`src/rtl/mpts_pkg.sv`:
```
// Shared types, codes and the control-store contents of the memory pattern test sequencer.
package mpts_pkg;

  // Defaults for the top-level parameters
  localparam int WordBitsDef    = 32;
  localparam int WalkLimitDef   = 65536;
  localparam logic [31:0] SizeResetVal = 32'h0001_0000;

  // Memory command codes
  typedef enum logic [1:0] {
    CMD_NONE  = 2'd0,
    CMD_WRITE = 2'd1,
    CMD_READ  = 2'd2
  } mem_cmd_t;

  // Run status codes
  typedef enum logic [1:0] {
    ST_NOT_RUN = 2'd0,
    ST_PASS    = 2'd1,
    ST_FAIL    = 2'd2
  } test_status_t;

  // Configuration register indexes
  typedef enum logic [1:0] {
    CFG_BASE = 2'd0,
    CFG_SIZE = 2'd1,
    CFG_MODE = 2'd2
  } cfg_idx_t;

  // Test phases; the phase is also the microprogram address
  typedef enum logic [2:0] {
    PH_ZERO  = 3'd0,
    PH_ONES  = 3'd1,
    PH_AA    = 3'd2,
    PH_55    = 3'd3,
    PH_WALK  = 3'd4,
    PH_ADDR  = 3'd5,
    PH_DRAIN = 3'd6
  } phase_t;

  // Data pattern selects
  typedef enum logic [2:0] {
    PAT_ZERO = 3'd0,
    PAT_ONES = 3'd1,
    PAT_AA   = 3'd2,
    PAT_55   = 3'd3,
    PAT_WALK = 3'd4,
    PAT_ADDR = 3'd5
  } pat_sel_t;

  // One control word of the microprogram
  typedef struct packed {
    pat_sel_t pat;        // data pattern of this step
    logic     walk_loop;  // repeat the step once per bit position
    logic     walk_gate;  // skip the next step when the region is too large
    logic     quick_end;  // quick mode stops after this step
    phase_t   next_ph;    // jump target after the read pass
  } ucode_t;

  // Control word bundle from the sequencer to the datapath
  typedef struct packed {
    logic        start;     // idle and run requested
    logic        issue;     // a memory command goes out this tick
    logic        done;      // run finishes this tick
    logic        verify;    // read pass (else write pass)
    pat_sel_t    pat;
    logic [4:0]  bit_pos;
    logic [29:0] word_idx;
    phase_t      phase;
  } seq_ctl_t;

  // Read-only control store
  function automatic ucode_t ucode_rom(input phase_t ph);
    ucode_t uc;
    unique case (ph)
      PH_ZERO: uc = '{pat: PAT_ZERO, walk_loop: 1'b0, walk_gate: 1'b0, quick_end: 1'b0,
                      next_ph: PH_ONES};
      PH_ONES: uc = '{pat: PAT_ONES, walk_loop: 1'b0, walk_gate: 1'b0, quick_end: 1'b0,
                      next_ph: PH_AA};
      PH_AA:   uc = '{pat: PAT_AA, walk_loop: 1'b0, walk_gate: 1'b0, quick_end: 1'b0,
                      next_ph: PH_55};
      PH_55:   uc = '{pat: PAT_55, walk_loop: 1'b0, walk_gate: 1'b1, quick_end: 1'b1,
                      next_ph: PH_WALK};
      PH_WALK: uc = '{pat: PAT_WALK, walk_loop: 1'b1, walk_gate: 1'b0, quick_end: 1'b1,
                      next_ph: PH_ADDR};
      PH_ADDR: uc = '{pat: PAT_ADDR, walk_loop: 1'b0, walk_gate: 1'b0, quick_end: 1'b1,
                      next_ph: PH_DRAIN};
      default: uc = '{pat: PAT_ZERO, walk_loop: 1'b0, walk_gate: 1'b0, quick_end: 1'b1,
                      next_ph: PH_DRAIN};
    endcase
    return uc;
  endfunction

endpackage

```
`src/rtl/mpts_seq.sv`:
```
// Microcoded sequencer: step counter, word and bit counters, control-store jumps.
module mpts_seq #(
  parameter int WORD_BITS        = mpts_pkg::WordBitsDef,
  parameter int WALK_LIMIT_BYTES = mpts_pkg::WalkLimitDef
) (
  input  logic              clk,
  input  logic              rst_n,
  input  logic              step,
  input  logic              func,
  input  logic [31:0]       size_bytes,
  input  logic              test_mode,
  output mpts_pkg::seq_ctl_t ctl
);
  import mpts_pkg::*;

  localparam int PatBits = (WORD_BITS < 32) ? WORD_BITS : 32;
  localparam logic [4:0]  WalkLast  = 5'(PatBits - 1);
  localparam logic [31:0] WalkLimit = 32'(WALK_LIMIT_BYTES);

  logic        running_r, running_nxt;
  phase_t      phase_r, phase_nxt;
  logic [4:0]  bit_pos_r, bit_pos_nxt;
  logic [29:0] word_idx_r, word_idx_nxt;
  logic        verify_r, verify_nxt;

  ucode_t      uc;
  logic [29:0] words;
  logic [29:0] word_inc;
  logic        drain;
  logic        pass_end;
  phase_t      jump_ph;

  // Control word fetch and conditional jump target
  always_comb begin
    uc       = ucode_rom(phase_r);
    words    = size_bytes[31:2];
    word_inc = word_idx_r + 30'd1;
    drain    = (words == '0) || (phase_r == PH_DRAIN);
    pass_end = (word_inc >= words) || (word_inc == '0);
    if (test_mode && uc.quick_end) begin
      jump_ph = PH_DRAIN;
    end else if (uc.walk_gate && (size_bytes > WalkLimit)) begin
      jump_ph = PH_ADDR;
    end else begin
      jump_ph = uc.next_ph;
    end
  end

  // Next state
  always_comb begin
    running_nxt  = running_r;
    phase_nxt    = phase_r;
    bit_pos_nxt  = bit_pos_r;
    word_idx_nxt = word_idx_r;
    verify_nxt   = verify_r;
    if (step) begin
      if (!running_r) begin
        if (func) begin
          running_nxt  = 1'b1;
          phase_nxt    = PH_ZERO;
          bit_pos_nxt  = '0;
          word_idx_nxt = '0;
          verify_nxt   = 1'b0;
        end
      end else if (drain) begin
        running_nxt  = 1'b0;
        phase_nxt    = PH_ZERO;
        bit_pos_nxt  = '0;
        word_idx_nxt = '0;
        verify_nxt   = 1'b0;
      end else begin
        word_idx_nxt = pass_end ? '0 : word_inc;
        if (pass_end) begin
          if (!verify_r) begin
            verify_nxt = 1'b1;
          end else begin
            verify_nxt = 1'b0;
            if (uc.walk_loop && (bit_pos_r < WalkLast)) begin
              bit_pos_nxt = bit_pos_r + 5'd1;
            end else begin
              bit_pos_nxt = '0;
              phase_nxt   = jump_ph;
            end
          end
        end
      end
    end
  end

  // Control outputs
  always_comb begin
    ctl.start    = !running_r && func;
    ctl.issue    = running_r && !drain;
    ctl.done     = running_r && drain;
    ctl.verify   = verify_r;
    ctl.pat      = uc.pat;
    ctl.bit_pos  = bit_pos_r;
    ctl.word_idx = word_idx_r;
    ctl.phase    = phase_r;
  end

  // State registers
  always_ff @(posedge clk) begin
    if (!rst_n) begin
      running_r  <= 1'b0;
      phase_r    <= PH_ZERO;
      bit_pos_r  <= '0;
      word_idx_r <= '0;
      verify_r   <= 1'b0;
    end else begin
      running_r  <= running_nxt;
      phase_r    <= phase_nxt;
      bit_pos_r  <= bit_pos_nxt;
      word_idx_r <= word_idx_nxt;
      verify_r   <= verify_nxt;
    end
  end

`ifndef SYNTH
  // Finishing a run always returns to idle
  a_done_idle: assert property (@(posedge clk) disable iff (!rst_n)
    (step && ctl.done) |=> (!running_r && phase_r == PH_ZERO && !verify_r))
    else $error("sequencer not idle after run end");

  // A start lands on the first step with counters cleared
  a_start_clear: assert property (@(posedge clk) disable iff (!rst_n)
    (step && ctl.start) |=> (running_r && phase_r == PH_ZERO && word_idx_r == '0))
    else $error("run start did not clear sequencer");

  // Bit position only moves during the walking-ones step
  a_bit_walk: assert property (@(posedge clk) disable iff (!rst_n)
    (bit_pos_r != '0) |-> (phase_r == PH_WALK && running_r))
    else $error("bit position set outside walking ones");
`endif

endmodule

```
`src/rtl/mpts_dp.sv`:
```
// Datapath: address and pattern generation, read-back compare, error count and status.
module mpts_dp #(
  parameter int WORD_BITS = mpts_pkg::WordBitsDef
) (
  input  logic               clk,
  input  logic               rst_n,
  input  logic               step,
  input  mpts_pkg::seq_ctl_t ctl,
  input  logic [31:0]        base_address,
  input  logic               test_mode,
  input  logic [31:0]        read_data,
  output logic [1:0]         mem_cmd,
  output logic [31:0]        mem_address,
  output logic [31:0]        mem_write_data,
  output logic [31:0]        error_count,
  output logic [1:0]         test_status
);
  import mpts_pkg::*;

  localparam int PatBits = (WORD_BITS < 32) ? WORD_BITS : 32;
  localparam logic [31:0] PatMask = 32'((64'd1 << PatBits) - 64'd1);

  logic        pend_r, pend_nxt;
  logic [31:0] exp_r, exp_nxt;
  logic [31:0] err_r, err_nxt;
  logic [1:0]  status_r, status_nxt;

  logic [31:0] addr;
  logic [31:0] pat_raw;
  logic [31:0] pat;
  logic        active;
  logic        miss;
  logic [31:0] err_upd;
  mem_cmd_t    cmd;

  // Address and data pattern
  always_comb begin
    addr = base_address + {ctl.word_idx, 2'b00};
    case (ctl.pat)
      PAT_ZERO: pat_raw = '0;
      PAT_ONES: pat_raw = '1;
      PAT_AA:   pat_raw = 32'hAAAA_AAAA;
      PAT_55:   pat_raw = 32'h5555_5555;
      PAT_WALK: pat_raw = 32'd1 << ctl.bit_pos;
      PAT_ADDR: pat_raw = addr;
      default:  pat_raw = '0;
    endcase
    pat = pat_raw & PatMask;
  end

  // Command outputs
  always_comb begin
    if (!ctl.issue) begin
      cmd = CMD_NONE;
    end else if (ctl.verify) begin
      cmd = CMD_READ;
    end else begin
      cmd = CMD_WRITE;
    end
    mem_cmd        = cmd;
    mem_address    = ctl.issue ? addr : '0;
    mem_write_data = (ctl.issue && !ctl.verify) ? pat : '0;
  end

  // Read-back compare with saturating error count
  always_comb begin
    active  = ctl.issue || ctl.done;
    miss    = pend_r && active && (read_data != exp_r) && (err_r != '1);
    err_upd = miss ? (err_r + 32'd1) : err_r;
  end

  // Next state
  always_comb begin
    pend_nxt   = pend_r;
    exp_nxt    = exp_r;
    err_nxt    = err_r;
    status_nxt = status_r;
    if (step) begin
      if (ctl.start) begin
        pend_nxt = 1'b0;
        exp_nxt  = '0;
        err_nxt  = '0;
      end else if (active) begin
        err_nxt  = err_upd;
        pend_nxt = ctl.issue && ctl.verify;
        if (ctl.issue && ctl.verify) begin
          exp_nxt = pat;
        end
        if (ctl.done && !test_mode) begin
          status_nxt = (err_upd == '0) ? ST_PASS : ST_FAIL;
        end
      end
    end
  end

  assign error_count = err_nxt;
  assign test_status = status_nxt;

  // Registers
  always_ff @(posedge clk) begin
    if (!rst_n) begin
      pend_r   <= 1'b0;
      exp_r    <= '0;
      err_r    <= '0;
      status_r <= ST_NOT_RUN;
    end else begin
      pend_r   <= pend_nxt;
      exp_r    <= exp_nxt;
      err_r    <= err_nxt;
      status_r <= status_nxt;
    end
  end

endmodule

```
`src/rtl/memory_pattern_test_sequencer.sv`:
```
// Top level of the memory pattern test sequencer: config, sequencer, datapath, output stage.
// A result is registered when its input transaction is accepted and is valid in the next cycle.
// Throughput: one transaction per cycle; the input stalls only while a result waits on out_tready.
// A full run takes one start tick, two passes over the region per phase (per bit position
// in walking ones), and one final tick.
// Reset (rst_n low, synchronous) idles the sequencer, clears the error count and status,
// and loads base 0, size 64 KB, full mode; no memory clearing pass is needed.
module memory_pattern_test_sequencer #(
  parameter int WORD_BITS        = mpts_pkg::WordBitsDef,
  parameter int WALK_LIMIT_BYTES = mpts_pkg::WalkLimitDef
) (
  input  logic         clk,
  input  logic         rst_n,
  // input channel
  input  logic         in_tvalid,
  output logic         in_tready,
  input  logic [31:0]  in_tdata,   // [31:0] read_data
  input  logic         in_tuser,   // [0] func
  // result channel
  output logic         out_tvalid,
  input  logic         out_tready,
  output logic [111:0] out_tdata,  // mem_cmd, mem_address, mem_write_data, test_phase,
                                   // busy_res, done_res, error_count, test_status, zero fill
  // configuration port
  input  logic         cfg_we,
  input  logic [1:0]   cfg_index,
  input  logic [31:0]  cfg_wdata
);
  import mpts_pkg::*;

  logic [31:0]  base_r;
  logic [31:0]  size_r;
  logic         mode_r;
  logic         out_valid_r, out_valid_nxt;
  logic [111:0] out_data_r;

  logic         step;
  seq_ctl_t     ctl;
  logic [1:0]   mem_cmd;
  logic [31:0]  mem_address;
  logic [31:0]  mem_write_data;
  logic [31:0]  error_count;
  logic [1:0]   test_status;
  logic [2:0]   test_phase;
  logic         busy_res;
  logic         done_res;

  // Handshake: accept whenever the output register is free or draining
  assign in_tready = !out_valid_r || out_tready;
  assign step      = in_tvalid && in_tready;

  // Configuration registers
  always_ff @(posedge clk) begin
    if (!rst_n) begin
      base_r <= '0;
      size_r <= SizeResetVal;
      mode_r <= 1'b0;
    end else if (cfg_we) begin
      case (cfg_index)
        CFG_BASE: base_r <= cfg_wdata;
        CFG_SIZE: size_r <= cfg_wdata;
        CFG_MODE: mode_r <= cfg_wdata[0];
        default:  ;
      endcase
    end
  end

  mpts_seq #(
    .WORD_BITS        (WORD_BITS),
    .WALK_LIMIT_BYTES (WALK_LIMIT_BYTES)
  ) u_seq (
    .clk        (clk),
    .rst_n      (rst_n),
    .step       (step),
    .func       (in_tuser),
    .size_bytes (size_r),
    .test_mode  (mode_r),
    .ctl        (ctl)
  );

  mpts_dp #(
    .WORD_BITS (WORD_BITS)
  ) u_dp (
    .clk            (clk),
    .rst_n          (rst_n),
    .step           (step),
    .ctl            (ctl),
    .base_address   (base_r),
    .test_mode      (mode_r),
    .read_data      (in_tdata),
    .mem_cmd        (mem_cmd),
    .mem_address    (mem_address),
    .mem_write_data (mem_write_data),
    .error_count    (error_count),
    .test_status    (test_status)
  );

  // Status flags of the tick
  assign test_phase = ctl.issue ? ctl.phase : PH_ZERO;
  assign busy_res   = ctl.start || ctl.issue;
  assign done_res   = ctl.done;

  // Output register
  always_comb begin
    out_valid_nxt = out_valid_r;
    if (step) begin
      out_valid_nxt = 1'b1;
    end else if (out_tready) begin
      out_valid_nxt = 1'b0;
    end
  end

  always_ff @(posedge clk) begin
    if (!rst_n) begin
      out_valid_r <= 1'b0;
    end else begin
      out_valid_r <= out_valid_nxt;
    end
  end

  always_ff @(posedge clk) begin
    if (step) begin
      out_data_r <= {7'd0, test_status, error_count, done_res, busy_res, test_phase,
                     mem_write_data, mem_address, mem_cmd};
    end
  end

  assign out_tvalid = out_valid_r;
  assign out_tdata  = out_data_r;

endmodule
```
`config.mk`:
```
export PLATFORM = sky130hd
export DESIGN_NAME = memory_pattern_test_sequencer
export DESIGN_NICKNAME = d
export VERILOG_FILES = /design/src/rtl/mpts_pkg.sv /design/src/rtl/mpts_seq.sv /design/src/rtl/mpts_dp.sv /design/src/rtl/memory_pattern_test_sequencer.sv
export SDC_FILE = /design/constraint.sdc
export NUM_CORES = 1
export LEC_CHECK = 0
export BUFFER_PORTS_ARGS = -buffer_cell sky130_fd_sc_hd__buf_2
export CORE_UTILIZATION = 54
export DETAILED_ROUTE_END_ITERATION = 6
export GPL_TIMING_DRIVEN = 0
export PLACE_DENSITY = 0.78
export SLEW_MARGIN = 20
export SYNTH_ARGS = -nofsm -noshare
export SYNTH_HDL_FRONTEND = slang
export SYNTH_SLANG_ARGS = --single-unit
```
`constraint.sdc`:
```
create_clock -name clk -period 5.6 [get_ports clk]
set_input_delay 0.56 -clock clk [delete_from_list [all_inputs] [get_ports clk]]
set_output_delay 0.56 -clock clk [all_outputs]
set_load 0.01 [all_outputs]
```
Word-level counts from Yosys, hierarchy flattened

Index checks and enable logic that the tools add are counted.

Add/subtract/negate cells: 4
Order comparisons: 3
Equal/unequal tests: 18
Shifts and indexed selects: 1
Mux-type cells: 45
Reduce and logical (&&, ||, !) cells: 41

Operator list:

| cell                                                             | number |
|---|---|
| 2-to-1 mux 32 bit                                                | 7 |
| one-hot mux 32 bit (5 select lines)                              | 1 |
| 2-to-1 mux 30 bit                                                | 4 |
| logical NOT 30 bit                                               | 2 |
| one-hot mux 9 bit (6 select lines)                               | 1 |
| adder 32 x 1 -> 32 bit (second input constant)                   | 1 |
| adder 32 bit                                                     | 1 |
| greater-than comparator 32 x 17 -> 1 bit (second input constant) | 1 |
| logical NOT 32 bit                                               | 1 |
| != test 32 bit                                                   | 1 |
| != test 32 bit (second input constant)                           | 1 |
| << shifter 1 x 5 -> 32 bit (first input constant)                | 1 |
| adder 30 x 1 -> 30 bit (second input constant)                   | 1 |
| >= comparator 30 bit                                             | 1 |
| 2-to-1 mux 5 bit                                                 | 6 |
| 2-to-1 mux 3 bit                                                 | 8 |
| == test 3 bit (second input constant)                            | 5 |
| logical AND 1 bit                                                | 13 |
| == test 3 x 2 -> 1 bit (second input constant)                   | 4 |
| 2-to-1 mux 1 bit                                                 | 12 |
| 2-to-1 mux 2 bit                                                 | 6 |
| AND reduction 2 bit                                              | 5 |
| != test 3 bit (second input constant)                            | 3 |
| nonzero test 2 bit                                               | 4 |
| 12 further kinds                                                 | 22 |

Register bits: 278
Input port bits: 72
Logic and storage cells: 128

Logic depth before layout (Yosys ltp)

Depth after elaboration: 15
Depth in mapped cells: 19
Mapped depth without buffers: 16

By module

A second synthesis with hierarchy kept.

Cells, all modules: 1814
Area, all modules: 16123.0 µm²

By module, submodules not included:

| module                        | times used | cells each | area each (µm²) | sequential area each (µm²) |
|---|---|---|---|---|
| mpts_dp                       | 1          | 927        | 6566.3          | 1341.3 |
| memory_pattern_test_sequencer | 1          | 371        | 5755.5          | 4474.3 |
| mpts_seq                      | 1          | 516        | 3801.1          | 800.8 |

Least setup slack after synthesis

Ideal clock, no wire load.

Path kind: input to register
From: input port out_tready
To: register u_seq.phase_r[1]
Library setup time: 0.070 ns
Arrival time: 5.837 ns
Data required time: 5.530 ns
Path slack: -0.307 ns
Stages on the path: 7
Buffers on the path: 1
Path through: nand2b_1 -> and2_1 -> clkbuf_1 -> o21ai_0 -> or3_4 -> or4_1 -> a21boi_1

Cells in the longest elaborated chain, start to end: 3

Ends and longest elaborated chain:

| item                                 | line                                | RTL |
|---|---|---|
| start: declaration                   | memory_pattern_test_sequencer.sv:21 | `input logic out_tready,` |
| logical OR 1 bit                     | memory_pattern_test_sequencer.sv:49 | `assign in_tready = !out_valid_r \|\| out_tready;` |
| logical AND 1 bit                    | memory_pattern_test_sequencer.sv:50 | `assign step = in_tvalid && in_tready;` |
| AND reduction 5 bit (no source line) | --                                  |  |
| end signal: assignment               | mpts_seq.sv:112                     | `phase_r <= phase_nxt;` |
| end: declaration                     | mpts_seq.sv:21                      | `phase_t phase_r, phase_nxt;` |

Every way passes these cells.
A chain may end at the register's enable or synchronous reset.

Worst setup path in the final report

From: register u_seq.word_idx_r[1]
To: register u_seq.word_idx_r[29]

Cells in the longest elaborated chain, start to end: 6
Elaborated cells on any way between the ends: 7
Those cells by class: add/sub (1); order compare (1); mux (3); reduce/logical (2)

Ends and longest elaborated chain:

| item                                                       | line            | RTL |
|---|---|---|
| start: declaration                                         | mpts_seq.sv:23  | `logic [29:0] word_idx_r, word_idx_nxt;` |
| start signal: assignment                                   | mpts_seq.sv:114 | `word_idx_r <= word_idx_nxt;` |
| adder 30 x 1 -> 30 bit (*)                                 | mpts_seq.sv:37  | `word_inc = word_idx_r + 30'd1;` |
| >= comparator 30 bit or logical NOT 30 bit (tied branches) | mpts_seq.sv:39  | `pass_end = (word_inc >= words) \|\| (word_inc == '0);` |
| logical OR 1 bit                                           | mpts_seq.sv:39  |  |
| 2-to-1 mux 30 bit (*)                                      | mpts_seq.sv:72  | `word_idx_nxt = pass_end ? '0 : word_inc;` |
| 2-to-1 mux 30 bit (*)                                      | mpts_seq.sv:65  | `end else if (drain) begin` |
| 2-to-1 mux 30 bit (*)                                      | mpts_seq.sv:57  | `if (!running_r) begin` |

Every way passes the cells marked *; elsewhere a longest branch is shown, timed or not.

==> impl_results.md <==
- Outcome: finished, final reports clean
- Commonest cells in the netlist: 298 x nand2_1, 173 x dfxtp_1, 105 x edfxtp_1
- Vias in the first global route: 13,885
- Port Buf Inserts: 177
- Arr. time, crit path: 5730 ps
- GRT Total Usage: 33.3%
- Layout Nets: 2,176
- Final core occ: 63.4%
- ANT nets after route: 0
- Starting Density: 55.0%
- Max Transition Viols Final: 0
- Gate Count Post-Synth: 1,819
- Syn_area_per_cell: 8.70 um^2
- Core region area: 28,800 um^2
- Kind of critical path: flop to flop
- Most numerous cell in the Yosys netlist: nand2_1
- FILL cells: 2,518
- Design area: 18,200 um^2
- Yosys reg bits: 278
- CTS buffer count: 30
- CTS root buffer: clkbuf_16
- Ranking of synthesized cells by area: dfxtp_1 22%, edfxtp_1 20%, nand2_1 7.1%
- Synth area leader: dfxtp_1
- Startpoint class of the critical path: flop
- Die ar.: 30,000 um^2
- Avg WL per Cell: 20.9 um
- GPL Wtd Cong: 0.977
- Hold-fix buffers, CTS: 0
- Worst Path Required: 6090 ps
- TritonCTS clock tree: built
- Setup Viol. Count Final: 0
- Grt ovf: 0
- Clock buffer depth: 3
- Setup_tns: 0 ps
- Yosys cell types: 81
- Top_reg_cell synth: dfxtp_1
- Worst Path Max Fanout: 10
- Dpl cell area: 17,300 um^2
- Sequential Area: 6620 um^2
- Final Hold Fails: 0
- Share of cells above drive strength 1: 13.4%
- Max Fclk: 191 MHz
- Post-synth EDFFs: 105
- Worst-skew pair later-pin latency: 560 ps
- Largest net degree at the start of global routing: 78
- Dpl cells: 2,387
- First-pass GRT wire length: 78,200 um
- Syn Std Cell Area: 15,800 um^2
- Non-Filler Instances: 2,444
- Final min period: 5240 ps
- Post-DP HPWL: 39,500 um
- Initial DRC count: 1,460
- Unrepaired setup endpoints after global routing: no
- Ports: 186
- Top-area cell type share of the netlist area: 21.9%
- Hold Path Class: input pin to flop
- Post-synth ARST share: 0%
- Power Density: 251 nW/um^2
- CTS Sinks: 278
- Worst-path clk slew: 60 ps
- Pre-antenna DRT Iters: 5
- DRC: 0
- H-tree depth: 1
- Postcts setup bufs: 0
- Share of the yosys chip area belonging to registers: 41.8%
- Final Cycle Share: 93.5%
- Crit path capture type: flop
- Yosys warns: 0
- Rows: 62
- Slew @ Worst Pin: 1020 ps
- Initial antenna violation count: 2
- Maximum vdd drop: 0.233 mV
- Final WL: 51,000 um
- Worst Skew: 11.8 ps
- Post_cts resized: 0
- Vias: 14,807
- Syn-to-layout area delta: 15.3%
- Via density: 6.06
- Multi-input gate area: 8520 um^2
- Slew HR: 32.3%
- Die width: 173 um
- DIE HEIGHT: 173 um
- Max cap viols: 0
- Leakage: 6.79 nW
-- cell usage in the layout, fill, tap and decap left out, types with 10 or more instances in the layout --
| cell type | Yosys | final |
|---|---|---|
| nor2b_1 | 29 | 29 |
| xnor2_1 | 83 | 83 |
| a21oi_1 | 65 | 65 |
| o21a_1 | 12 | 12 |
| nand2_1 | 298 | 298 |
| nor3_1 | 37 | 37 |
| xor2_1 | 24 | 24 |
| nand2b_1 | 11 | 11 |
| buf_4 | 10 | 10 |
| nand3_1 | 63 | 63 |
| dfxtp_1 | 173 | 173 |
| and2_1 | 59 | 59 |
| inv_1 | 55 | 55 |
| clkbuf_1 | 97 | 110 |
| nand4_1 | 47 | 47 |
| or3_1 | 18 | 18 |
| a21boi_0 | 88 | 88 |
| o21ai_0 | 95 | 95 |
| buf_2 | 10 | 187 |
| o221a_2 | 15 | 15 |
| edfxtp_1 | 105 | 105 |
| and3_1 | 24 | 24 |
| nor2_1 | 104 | 104 |
| a31oi_1 | 18 | 18 |
| o31ai_1 | 17 | 17 |
| o221ai_1 | 10 | 10 |
| nor4_1 | 17 | 17 |
| a21o_1 | 27 | 27 |
| ha_1 | 68 | 68 |
| clkbuf_16 | 0 | 31 |
-- final cells by class --
type	instances	share of cell area, %
Timing Repair Buffer	178	5.01
Tap cell	384	2.63
Clock inverter	8	0.658
Antenna cell	1	0.0137
Sequential cell	278	36.3
Multi-Input combinational cell	1371	46.7
Inverter	55	1.13
Buffer	121	2.82
Clock buffer	48	4.77
-- cell families (layout without fill, tap and decap cells) --
logic type / count (synthesis) / after routing / synth area share [%]
simple gates: 760 / 760 / 23.7
fa+ha+maj: 70 / 70 / 5.57
mux: 5 / 5 / 0.324
other cells: 1 / 8 / 0.0237
buf+inv: 176 / 410 / 4.49
xor+xnor: 107 / 107 / 5.92
flops: 278 / 278 / 41.8
compound gates: 422 / 422 / 18.2
-- stage by stage --
stage | setup WS (ps) | hold WS [ps] | power (mW)
floorplan | 1650 | 442 | 2.42
finish | 363 | 266 | 4.57
detailed placement | 572 | 463 | 2.60
global placement | 102 | 454 | 2.60
CTS | 525 | 246 | 4.58
global route | 165 | 262 | 4.68
-- path summary, 6_finish.rpt --
kind | startpoint | end | slack (ps) | cells after the start
setup / recovery | u_seq.word_idx_r[1] | u_seq.word_idx_r[29] | 360 | 16
hold / removal | cfg_wdata[9] | base_r[9] | 270 | 3
setup reg to reg | u_seq.word_idx_r[1] | u_seq.word_idx_r[29] | 360 | 16
hold reg to reg | base_r[29] | base_r[29] | 470 | 2
-- worst max-delay path, stage by stage, from the launching register on --
cell and delay (ps):
dfxtp_1 490, ha_1 370, and4_1 240, buf_4 160, nand4_1 120, xnor2_1 230
ha_1 290, a21o_1 160, a21oi_1 120, o21ai_0 100, a221oi_1 550, o21ai_0 260
a221oi_2 630, clkbuf_1 460, clkbuf_1 570, nand3_1 200, a21boi_0 210
-- state kept, by name (all words and copies together) (netlist names) --
name and flops:
base_r 32, mode_r 1, out_tdata 105, out_tvalid 1, size_r 32, u_dp.err_r 32, u_dp.exp_r 32, u_dp.pend_r 1
u_dp.status_r 2, u_seq.bit_pos_r 5, u_seq.phase_r 3, u_seq.running_r 1, u_seq.verify_r 1, u_seq.word_idx_r 30
-- where the power goes --
group          total [mW]  internal [mW]  switching (mW)
sequential           2.18           2.15          0.0264
clock                2.00           1.19           0.807
combinational       0.394          0.129           0.265
-- layer usage --
layer  global-route usage (%)  routed length [um]
met5                        0                   0
met1                     45.9               21700
met3                     4.44                4450
met4                     10.5                1560
met2                     54.2               23300
No activity file was read; power rests on OpenSTA's default activity.
